--- src/rtl/core/ctd_pkg.sv ---
// Package for the capacitive touch detector: shared types, event codes,
// command codes and register indexes. No dependencies.
package ctd_pkg;

    localparam int SUM_W       = 12;
    localparam int SAMPLE_W    = 8;
    localparam int PAD_W       = 3;
    localparam int BASE_W      = 16;
    localparam int HOLD_W      = 8;
    localparam int THRESH_W    = 12;
    localparam int CFG_INDEX_W = 2;
    localparam int CFG_DATA_W  = 12;
    localparam int EVENT_W     = 3;

    // Register indexes on the configuration port
    localparam logic [CFG_INDEX_W-1:0] REG_ON_THRESHOLD  = 2'd0;
    localparam logic [CFG_INDEX_W-1:0] REG_OFF_THRESHOLD = 2'd1;
    localparam logic [CFG_INDEX_W-1:0] REG_HOLD_LIMIT    = 2'd2;

    // Reset values of the registers
    localparam logic [THRESH_W-1:0] ON_THRESHOLD_RST  = 12'd2;
    localparam logic [THRESH_W-1:0] OFF_THRESHOLD_RST = 12'd1;
    localparam logic [HOLD_W-1:0]   HOLD_LIMIT_RST    = 8'd255;

    localparam logic CMD_SENSE     = 1'b0;
    localparam logic CMD_CALIBRATE = 1'b1;

    typedef enum logic [EVENT_W-1:0] {
        EV_OFF     = 3'd0,
        EV_ON      = 3'd1,
        EV_PUSH    = 3'd2,
        EV_RELEASE = 3'd3,
        EV_TIMEOUT = 3'd4
    } event_t;

    typedef struct packed {
        logic [BASE_W-1:0] baseline;
        logic              touched;
        logic [HOLD_W-1:0] hold_count;
    } pad_state_t;

    typedef struct packed {
        logic [THRESH_W-1:0] on_threshold;
        logic [THRESH_W-1:0] off_threshold;
        logic [HOLD_W-1:0]   hold_limit;
    } cfg_t;

    typedef struct packed {
        logic       wr_en;
        pad_state_t next_state;
        event_t     event_code;
    } eval_res_t;

endpackage

--- src/rtl/core/ctd_if.sv ---
// Channel interfaces for the capacitive touch detector: sense input,
// event output and configuration write. Depends on ctd_pkg.
interface ctd_in_if;
    logic                           valid;
    logic                           ready;
    logic                           command;
    logic [ctd_pkg::PAD_W-1:0]      pad;
    logic [ctd_pkg::SUM_W-1:0]      sample_sum;
    logic [ctd_pkg::SAMPLE_W-1:0]   fresh_sample;

    modport source (output valid, command, pad, sample_sum, fresh_sample, input ready);
    modport sink   (input valid, command, pad, sample_sum, fresh_sample, output ready);
endinterface

interface ctd_out_if;
    logic                           valid;
    logic                           ready;
    logic [ctd_pkg::PAD_W-1:0]      pad_out;
    logic [ctd_pkg::EVENT_W-1:0]    event_res;

    modport source (output valid, pad_out, event_res, input ready);
    modport sink   (input valid, pad_out, event_res, output ready);
endinterface

interface ctd_cfg_if;
    logic                             valid;
    logic                             ready;
    logic [ctd_pkg::CFG_INDEX_W-1:0]  index;
    logic [ctd_pkg::CFG_DATA_W-1:0]   data;

    modport source (output valid, index, data, input ready);
    modport sink   (input valid, index, data, output ready);
endinterface

--- src/rtl/core/ctd_state.sv ---
// Per-pad state store: baseline, touched flag and hold counter in flops.
// One read and one write port. Depends on ctd_pkg.
module ctd_state #(
    parameter int NUM_PADS = 8,
    localparam int IDX_W = (NUM_PADS > 1) ? $clog2(NUM_PADS) : 1
) (
    input  logic                clk,
    input  logic                rst_n,
    input  logic [IDX_W-1:0]    rd_idx,
    output ctd_pkg::pad_state_t rd_data,
    input  logic                wr_en,
    input  logic [IDX_W-1:0]    wr_idx,
    input  ctd_pkg::pad_state_t wr_data
);

    ctd_pkg::pad_state_t state_reg [NUM_PADS];

    assign rd_data = state_reg[rd_idx];

    // Clear all pads on reset; write back one pad per word
    always_ff @(posedge clk or negedge rst_n)
    begin
        if (!rst_n)
        begin
            for (int i = 0; i < NUM_PADS; i++)
            begin
                state_reg[i] <= '0;
            end
        end
        else if (wr_en)
        begin
            state_reg[wr_idx] <= wr_data;
        end
    end

endmodule

--- src/rtl/core/ctd_eval.sv ---
// Touch decision logic: compares the sample sum with the pad baseline and
// forms the event and the pad's next state. Depends on ctd_pkg.
module ctd_eval (
    input  logic                              command,
    input  logic                              in_range,
    input  logic [ctd_pkg::SUM_W-1:0]         sample_sum,
    input  logic [ctd_pkg::SAMPLE_W-1:0]      fresh_sample,
    input  ctd_pkg::pad_state_t               cur_state,
    input  ctd_pkg::cfg_t                     cfg,
    output ctd_pkg::eval_res_t                res
);

    logic signed [ctd_pkg::SUM_W+1:0] delta;
    logic                             above_on;
    logic                             below_off;
    logic                             hold_hit;
    logic [ctd_pkg::BASE_W:0]         iir_sum;
    logic [ctd_pkg::BASE_W-1:0]       cal_base;

    // delta = sum - baseline/16, signed
    assign delta     = $signed({2'b00, sample_sum}) - $signed({2'b00, cur_state.baseline[15:4]});
    assign above_on  = delta > $signed({2'b00, cfg.on_threshold});
    assign below_off = delta < $signed({2'b00, cfg.off_threshold});
    assign hold_hit  = (cfg.hold_limit != '0) && (cur_state.hold_count == cfg.hold_limit);

    // Low pass: b - b/64 + sum/4, kept to 16 bits
    assign iir_sum  = {1'b0, cur_state.baseline} - {7'b0, cur_state.baseline[15:6]}
                    + {7'b0, sample_sum[11:2]};
    assign cal_base = {fresh_sample, 8'h00};

    always_comb
    begin
        res.wr_en      = in_range;
        res.next_state = cur_state;
        res.event_code = ctd_pkg::EV_OFF;
        if (command == ctd_pkg::CMD_CALIBRATE)
        begin
            res.next_state.baseline = cal_base;
            res.next_state.touched  = 1'b0;
        end
        else if (!cur_state.touched)
        begin
            if (above_on)
            begin
                res.next_state.touched    = 1'b1;
                res.next_state.hold_count = '0;
                res.event_code            = ctd_pkg::EV_PUSH;
            end
            else
            begin
                res.next_state.baseline = iir_sum[ctd_pkg::BASE_W-1:0];
            end
        end
        else if (below_off)
        begin
            res.next_state.touched = 1'b0;
            res.event_code         = ctd_pkg::EV_RELEASE;
        end
        else if (hold_hit)
        begin
            res.next_state.baseline = cal_base;
            res.event_code          = ctd_pkg::EV_TIMEOUT;
        end
        else
        begin
            res.next_state.hold_count = cur_state.hold_count + 8'd1;
            res.event_code            = ctd_pkg::EV_ON;
        end
        // Pads beyond the store report off and change nothing
        if (!in_range)
        begin
            res.event_code = ctd_pkg::EV_OFF;
        end
    end

endmodule

--- src/rtl/core/capacitive_touch_detector_unit.sv ---
// Top level of the multi-pad capacitive touch detector.
// Depends on ctd_pkg, ctd_if, ctd_state and ctd_eval.
//
// The detector takes one sense or calibrate word per clock cycle unless the
// output stalls, and returns exactly one event word per input word, in order,
// via an input and an output register. A word is held in the input register,
// where the addressed pad's state is read from a flop store, evaluated and
// written back in the same cycle that the event moves to the output register;
// this single read-modify-write of the pad store sets the one-word-per-cycle
// rate, and a word for the same pad in the next cycle sees the updated state.
// The output register parts the two sides, so a new word can be taken while
// an event waits. Configuration writes are always taken (ready stays high) and
// belong to idle periods only; an index past the last register is dropped.
module capacitive_touch_detector_unit #(
    parameter int NUM_PADS = 8
) (
    input logic      clk,
    input logic      rst_n,
    ctd_in_if.sink   item,
    ctd_out_if.source result,
    ctd_cfg_if.sink  cfg
);

    localparam int IDX_W = (NUM_PADS > 1) ? $clog2(NUM_PADS) : 1;

    // Configuration registers
    ctd_pkg::cfg_t cfg_reg;

    // Input stage
    logic                           s1_valid_reg;
    logic                           s1_cmd_reg;
    logic [ctd_pkg::PAD_W-1:0]      s1_pad_reg;
    logic [ctd_pkg::SUM_W-1:0]      s1_sum_reg;
    logic [ctd_pkg::SAMPLE_W-1:0]   s1_fresh_reg;

    // Output stage
    logic                           out_valid_reg;
    logic [ctd_pkg::PAD_W-1:0]      out_pad_reg;
    ctd_pkg::event_t                out_event_reg;

    logic                           s1_fire;
    logic                           in_fire;
    logic                           in_range;
    logic [IDX_W-1:0]               pad_idx;
    ctd_pkg::pad_state_t            cur_state;
    ctd_pkg::eval_res_t             eval_res;

    // Advance the input stage whenever the output slot is free or draining
    assign s1_fire  = s1_valid_reg && (!out_valid_reg || result.ready);
    assign in_fire  = item.valid && item.ready;
    assign item.ready = !s1_valid_reg || s1_fire;

    assign in_range = 32'(s1_pad_reg) < NUM_PADS;
    assign pad_idx  = IDX_W'(s1_pad_reg);

    assign cfg.ready        = 1'b1;
    assign result.valid     = out_valid_reg;
    assign result.pad_out   = out_pad_reg;
    assign result.event_res = out_event_reg;

    ctd_state #(
        .NUM_PADS (NUM_PADS)
    ) u_state (
        .clk     (clk),
        .rst_n   (rst_n),
        .rd_idx  (pad_idx),
        .rd_data (cur_state),
        .wr_en   (s1_fire && eval_res.wr_en),
        .wr_idx  (pad_idx),
        .wr_data (eval_res.next_state)
    );

    ctd_eval u_eval (
        .command      (s1_cmd_reg),
        .in_range     (in_range),
        .sample_sum   (s1_sum_reg),
        .fresh_sample (s1_fresh_reg),
        .cur_state    (cur_state),
        .cfg          (cfg_reg),
        .res          (eval_res)
    );

    // Configuration write decode
    always_ff @(posedge clk or negedge rst_n)
    begin
        if (!rst_n)
        begin
            cfg_reg.on_threshold  <= ctd_pkg::ON_THRESHOLD_RST;
            cfg_reg.off_threshold <= ctd_pkg::OFF_THRESHOLD_RST;
            cfg_reg.hold_limit    <= ctd_pkg::HOLD_LIMIT_RST;
        end
        else if (cfg.valid && cfg.ready)
        begin
            case (cfg.index)
                ctd_pkg::REG_ON_THRESHOLD:  cfg_reg.on_threshold  <= cfg.data;
                ctd_pkg::REG_OFF_THRESHOLD: cfg_reg.off_threshold <= cfg.data;
                ctd_pkg::REG_HOLD_LIMIT:
                    cfg_reg.hold_limit <= cfg.data[ctd_pkg::HOLD_W-1:0];
                default: ; // drop writes past the register list
            endcase
        end
    end

    // Input stage valid
    always_ff @(posedge clk or negedge rst_n)
    begin
        if (!rst_n)
        begin
            s1_valid_reg <= 1'b0;
        end
        else if (item.ready)
        begin
            s1_valid_reg <= item.valid;
        end
    end

    // Input stage payload: capture each accepted word
    always_ff @(posedge clk)
    begin
        if (in_fire)
        begin
            s1_cmd_reg   <= item.command;
            s1_pad_reg   <= item.pad;
            s1_sum_reg   <= item.sample_sum;
            s1_fresh_reg <= item.fresh_sample;
        end
    end

    // Output stage valid: fill on advance, drain on take
    always_ff @(posedge clk or negedge rst_n)
    begin
        if (!rst_n)
        begin
            out_valid_reg <= 1'b0;
        end
        else if (s1_fire)
        begin
            out_valid_reg <= 1'b1;
        end
        else if (result.ready)
        begin
            out_valid_reg <= 1'b0;
        end
    end

    // Output stage payload
    always_ff @(posedge clk)
    begin
        if (s1_fire)
        begin
            out_pad_reg   <= s1_pad_reg;
            out_event_reg <= eval_res.event_code;
        end
    end

`ifndef ASSERT_OFF
    // Calibrate words and pads outside the store always report off
    a_off_event: assert property (@(posedge clk) disable iff (!rst_n)
        (s1_fire && (s1_cmd_reg == ctd_pkg::CMD_CALIBRATE || !in_range))
        |=> out_event_reg == ctd_pkg::EV_OFF)
        else $error("calibrate or out-of-range pad did not report off");

    // The event carries the pad of the word that caused it
    a_pad_carry: assert property (@(posedge clk) disable iff (!rst_n)
        s1_fire |=> out_valid_reg && out_pad_reg == $past(s1_pad_reg))
        else $error("event pad does not match the evaluated word");

    // A zero hold limit disables timeout
    a_no_timeout: assert property (@(posedge clk) disable iff (!rst_n)
        (s1_fire && cfg_reg.hold_limit == '0) |=> out_event_reg != ctd_pkg::EV_TIMEOUT)
        else $error("timeout reported with hold limit zero");
`endif

endmodule

--- src/flat_wrapper.sv ---
// flat-port wrapper written by rule: the top's interface ports become plain ports
module capacitive_touch_detector_unit_flat 
#(
    parameter int NUM_PADS = 8
)
  (clk, rst_n, item_valid, item_command, item_pad, item_sample_sum, item_fresh_sample, item_ready, result_valid, result_pad_out, result_event_res, result_ready, cfg_valid, cfg_index, cfg_data, cfg_ready);
  ctd_in_if item_i ();
  ctd_out_if result_i ();
  ctd_cfg_if cfg_i ();
  input logic clk;
  input logic rst_n;
  input wire logic [$bits(item_i.valid)-1:0] item_valid;
  input wire logic [$bits(item_i.command)-1:0] item_command;
  input wire logic [$bits(item_i.pad)-1:0] item_pad;
  input wire logic [$bits(item_i.sample_sum)-1:0] item_sample_sum;
  input wire logic [$bits(item_i.fresh_sample)-1:0] item_fresh_sample;
  output wire logic [$bits(item_i.ready)-1:0] item_ready;
  output wire logic [$bits(result_i.valid)-1:0] result_valid;
  output wire logic [$bits(result_i.pad_out)-1:0] result_pad_out;
  output wire logic [$bits(result_i.event_res)-1:0] result_event_res;
  input wire logic [$bits(result_i.ready)-1:0] result_ready;
  input wire logic [$bits(cfg_i.valid)-1:0] cfg_valid;
  input wire logic [$bits(cfg_i.index)-1:0] cfg_index;
  input wire logic [$bits(cfg_i.data)-1:0] cfg_data;
  output wire logic [$bits(cfg_i.ready)-1:0] cfg_ready;
  assign item_i.valid = item_valid;
  assign item_i.command = item_command;
  assign item_i.pad = item_pad;
  assign item_i.sample_sum = item_sample_sum;
  assign item_i.fresh_sample = item_fresh_sample;
  assign item_ready = item_i.ready;
  assign result_valid = result_i.valid;
  assign result_pad_out = result_i.pad_out;
  assign result_event_res = result_i.event_res;
  assign result_i.ready = result_ready;
  assign cfg_i.valid = cfg_valid;
  assign cfg_i.index = cfg_index;
  assign cfg_i.data = cfg_data;
  assign cfg_ready = cfg_i.ready;
  capacitive_touch_detector_unit #(.NUM_PADS(NUM_PADS)) u_core (.clk(clk), .rst_n(rst_n), .item(item_i), .result(result_i), .cfg(cfg_i));
endmodule
--- config.mk ---
export PLATFORM = sky130hd
export DESIGN_NAME = capacitive_touch_detector_unit_flat
export DESIGN_NICKNAME = d
export VERILOG_FILES = /design/src/rtl/core/ctd_pkg.sv /design/src/rtl/core/ctd_if.sv /design/src/rtl/core/ctd_state.sv /design/src/rtl/core/ctd_eval.sv /design/src/rtl/core/capacitive_touch_detector_unit.sv /design/src/flat_wrapper.sv
export SDC_FILE = /design/constraint.sdc
export NUM_CORES = 1
export LEC_CHECK = 0
export BUFFER_PORTS_ARGS = -buffer_cell sky130_fd_sc_hd__buf_2
export CAP_MARGIN = 5
export CORE_AREA = 2 2 154 156
export DETAILED_ROUTE_END_ITERATION = 10
export DIE_AREA = 0 0 156 158
export PLACE_DENSITY = 0.8
export SLEW_MARGIN = 10
export SYNTH_ARGS = -nofsm -noshare
export SYNTH_HDL_FRONTEND = slang
export SYNTH_SLANG_ARGS = --single-unit
export TNS_END_PERCENT = 100
--- constraint.sdc ---
create_clock -name clk -period 8.2 [get_ports clk]
set_input_delay 0 -clock clk [delete_from_list [all_inputs] [get_ports clk]]
set_output_delay 0 -clock clk [all_outputs]
set_load 0.05 [all_outputs]
==> results_dict.tcl <==
set metrics [dict create \
    run_status "completed" \
    arrival_ns 7.48 \
    ir_drop_uv 239 \
    power_density_nw_per_um2 399 \
    pre_cts_ws_ns 1.50 \
    synth-async-reset-ratio_pct 88.6 \
    power_frac_comb_pct 49.5 \
    drt_iter0_markers 1169 \
    clock_latency_ns 0.57 \
    area_growth_pct 14.3 \
    internal-power_mw 3.75 \
    overflow 0 \
    path_clk_slew_ns 0.06 \
    drive_above_1_share_pct 20.3 \
    yosys_warnings 0 \
    finalWorstSetupSlack_ns 1.11 \
    globalplace.congestion 0.962 \
    io_buffer_count 50 \
    clk_path_buf_depth 3 \
    core_um2 23100 \
    cts.sinks 264 \
    cts_resized 0 \
    r2r_slack_ns 1.11 \
    worstSetupPathType "reg -> reg" \
    hpwlAfterDp_mm 25.9 \
    met2_usage_pct 52.9 \
    setup-tns-final_ns 0 \
    num_vias 11400 \
    nets 1511 \
    crit_fanout 48 \
    synthFlopType "dfrtp_1" \
    antenna_found_initial 0 \
    synth_fp_nets 1411 \
    clock_skew_ns 0.0227 \
    timing.critical_path.to_type "flop" \
    grt_max_degree 80 \
    cellLeakagePower_nw 7.36 \
    period_needed_ns 7.09 \
    fp.dieH_um 158 \
    grt_pass1_wl_mm 63.1 \
    synth_edf_count 30 \
    clkPwrFrac_pct 19.5 \
    syn_inst 1305 \
    seq_area_um2 6770 \
    start_kind "flop" \
    fmax_mhz 141 \
    root_buffer "clkbuf_16" \
    placementRows 56 \
    pin_count 52 \
    ys_seq_area_share_pct 47.3 \
    switching_power_mw 2.76 \
    drv_slew 0 \
    required_ns 8.59 \
    vias_per_cell 6.61 \
    met1_usage_pct 45.8 \
    die_w_um 156 \
    hold_path_class "in -> async" \
    cts_buffers 28 \
    grt_pass1_vias 11400 \
    busiest_layer "met2" \
    post_cts_buffers 0 \
    fillCellCount 1547 \
    period_share_pct 86.4 \
    slew_headroom_pct 21.0 \
    synth-seq-cells 264 \
    mostFrequentLayoutCells "dfrtp_1, nand2_1, mux2_2" \
    drtAntennaViolNets 0 \
    totalWireLength_mm 40.2 \
    final_common_cell "dfrtp_1" \
    synth_cell_types 84 \
    wl_per_cell_um 23.4 \
    swShare_pct 42.4 \
    worst_pin_slew_ns 1.18 \
    synthesis.area_um2 14300 \
    rsz0062_at_grt "false" \
    cts_tree "done" \
    finalHoldViolations 0 \
    drc 0 \
    start_util_pct 62.0 \
    setup_viol 0 \
    fp.dieArea_um2 24600 \
    ctsHtreeMaxLevel 1 \
    first_pass_iters 6 \
    syn_area_per_cell_um2 11.0 \
    sequentialPowerShare_pct 31.0 \
    largest_reg_flops 200 \
    cap_violations 0 \
    globalRouteMet3Util_pct 5.04 \
    diodes 0 \
    track_usage_pct 33.3 \
    multiInputGateArea_um2 6950 \
]
==> repair_timing <==
item | CTS | global route
setup endpoints to repair | 0 | 0
hold buffers | 59 | 0
endpoints found under the hold margin | 136 | 0
==> layout make-up <==
type / instances / area share [%]
Clock inverter: 13 / 0.827
Tap cell: 290 / 2.22
Clock buffer: 39 / 4.78
Timing Repair Buffer: 134 / 6.35
Multi-Input combinational cell: 896 / 42.5
Inverter: 81 / 1.86
Sequential cell: 264 / 41.4
==> cells in the mapped netlist, drive strengths merged, types with 8 or more instances <==
library cell | n | area share, %
dfrtp | 224 | 39
nand2 | 138 | 3.6
mux2 | 114 | 9.0
nor2 | 92 | 2.4
inv | 81 | 2.1
o21ai | 78 | 2.7
ha | 52 | 4.6
a21oi | 42 | 1.5
clkbuf | 40 | 1.1
nand3 | 36 | 1.3
mux2i | 35 | 2.6
edfxtp | 30 | 6.3
o31ai | 29 | 1.7
a22o | 26 | 1.6
mux4 | 26 | 4.1
buf | 24 | 0.95
xnor2 | 15 | 0.92
a21o | 12 | 0.63
nor3 | 12 | 0.46
a211oi | 11 | 0.67
a221oi | 11 | 0.92
fa | 11 | 1.5
dfstp | 10 | 1.8
and2 | 9 | 0.39
nand2b | 9 | 0.39
nor2b | 9 | 0.39
o211ai | 9 | 0.47
o22ai | 8 | 0.35
xor2 | 8 | 0.49
==> logic make-up after synthesis <==
logic type / count (synthesis) / synth area share, %
AND/OR/NAND/NOR: 341 / 10.7
flip-flops: 264 / 47.3
AO/OA/AOI/OAI: 293 / 14.6
other: 1 / 0.0262
buffers and inverters: 145 / 4.12
adder cells (fa/ha/maj): 63 / 6.09
multiplexers: 175 / 15.7
XOR/XNOR: 23 / 1.41
==> worst max-delay path: stages (launching register included) <==
cell      delay (ns)
edfxtp_1        0.56
buf_4           0.59
and2_1          0.41
a22oi_1         0.13
o221ai_1        0.33
ha_1            0.35
o21ai_0         0.12
a21boi_0        0.15
o21ai_0         0.23
a21oi_1         0.13
a41o_1          0.27
nor2_1          0.12
xnor2_1         0.10
ha_1            0.31
nand4_1         0.15
o311ai_0        0.86
o21ai_0         0.43
nor2_1          0.72
a311oi_1        0.14
a41oi_1         0.60
o21ai_0         0.21
==> metal layers <==
| layer | vias to the layer above | wire (um) |
|---|---|---|
| met5 | - | 0 |
| met4 | 0 | 2000 |
| met3 | 147 | 3360 |
| met2 | 614 | 18400 |
| met1 | 5654 | 16500 |
| li1 | 4940 | - |
==> power groups by stage <==
stage / clock network, mW / logic [mW] / registers (mW)
after detailed placement: 0 / 3.08 / 2.02
after global routing: 1.33 / 3.52 / 2.06
final: 1.27 / 3.23 / 2.02
after global placement: 0 / 3.00 / 2.00
after CTS: 1.27 / 3.13 / 2.00
after floorplan: 0 / 2.26 / 1.95
==> through the flow <==
stage	area (um^2)	total power [mW]	util, %	cells	hold WS, ns
finish	16300	6.52	70.9	1717	0.0189
global route	16300	6.90	70.9	1717	0.0694
detailed placement	14800	5.10	64.4	1606	0.0222
floorplan	14300	4.22	-	1305	-0.296
global placement	14800	5.00	64.4	1606	0.0142
CTS	16300	6.41	70.9	1717	0.0369
==> worst paths after layout <==
kind,startpoint,endpoint,depth (start not counted)
worst max-delay path,u_core.pad_idx[1]$_DFFE_PP_,u_core.u_state.state_reg[179]$_DFFE_PN0P_,20
worst min-delay path,rst_n,u_core.u_state.state_reg[88]$_DFFE_PN0P_,2
worst max register to register,u_core.pad_idx[1]$_DFFE_PP_,u_core.u_state.state_reg[179]$_DFFE_PN0P_,20
worst min register to register,u_core.u_state.state_reg[108]$_DFFE_PN0P_,u_core.u_state.state_reg[108]$_DFFE_PN0P_,2
max in group asynchronous,rst_n,u_core.u_state.state_reg[68]$_DFFE_PN0P_,4
min in group clk,cfg_valid,u_core.cfg_reg[2]$_DFFE_PN1P_,3
No activity file was read; power rests on OpenSTA's default activity.
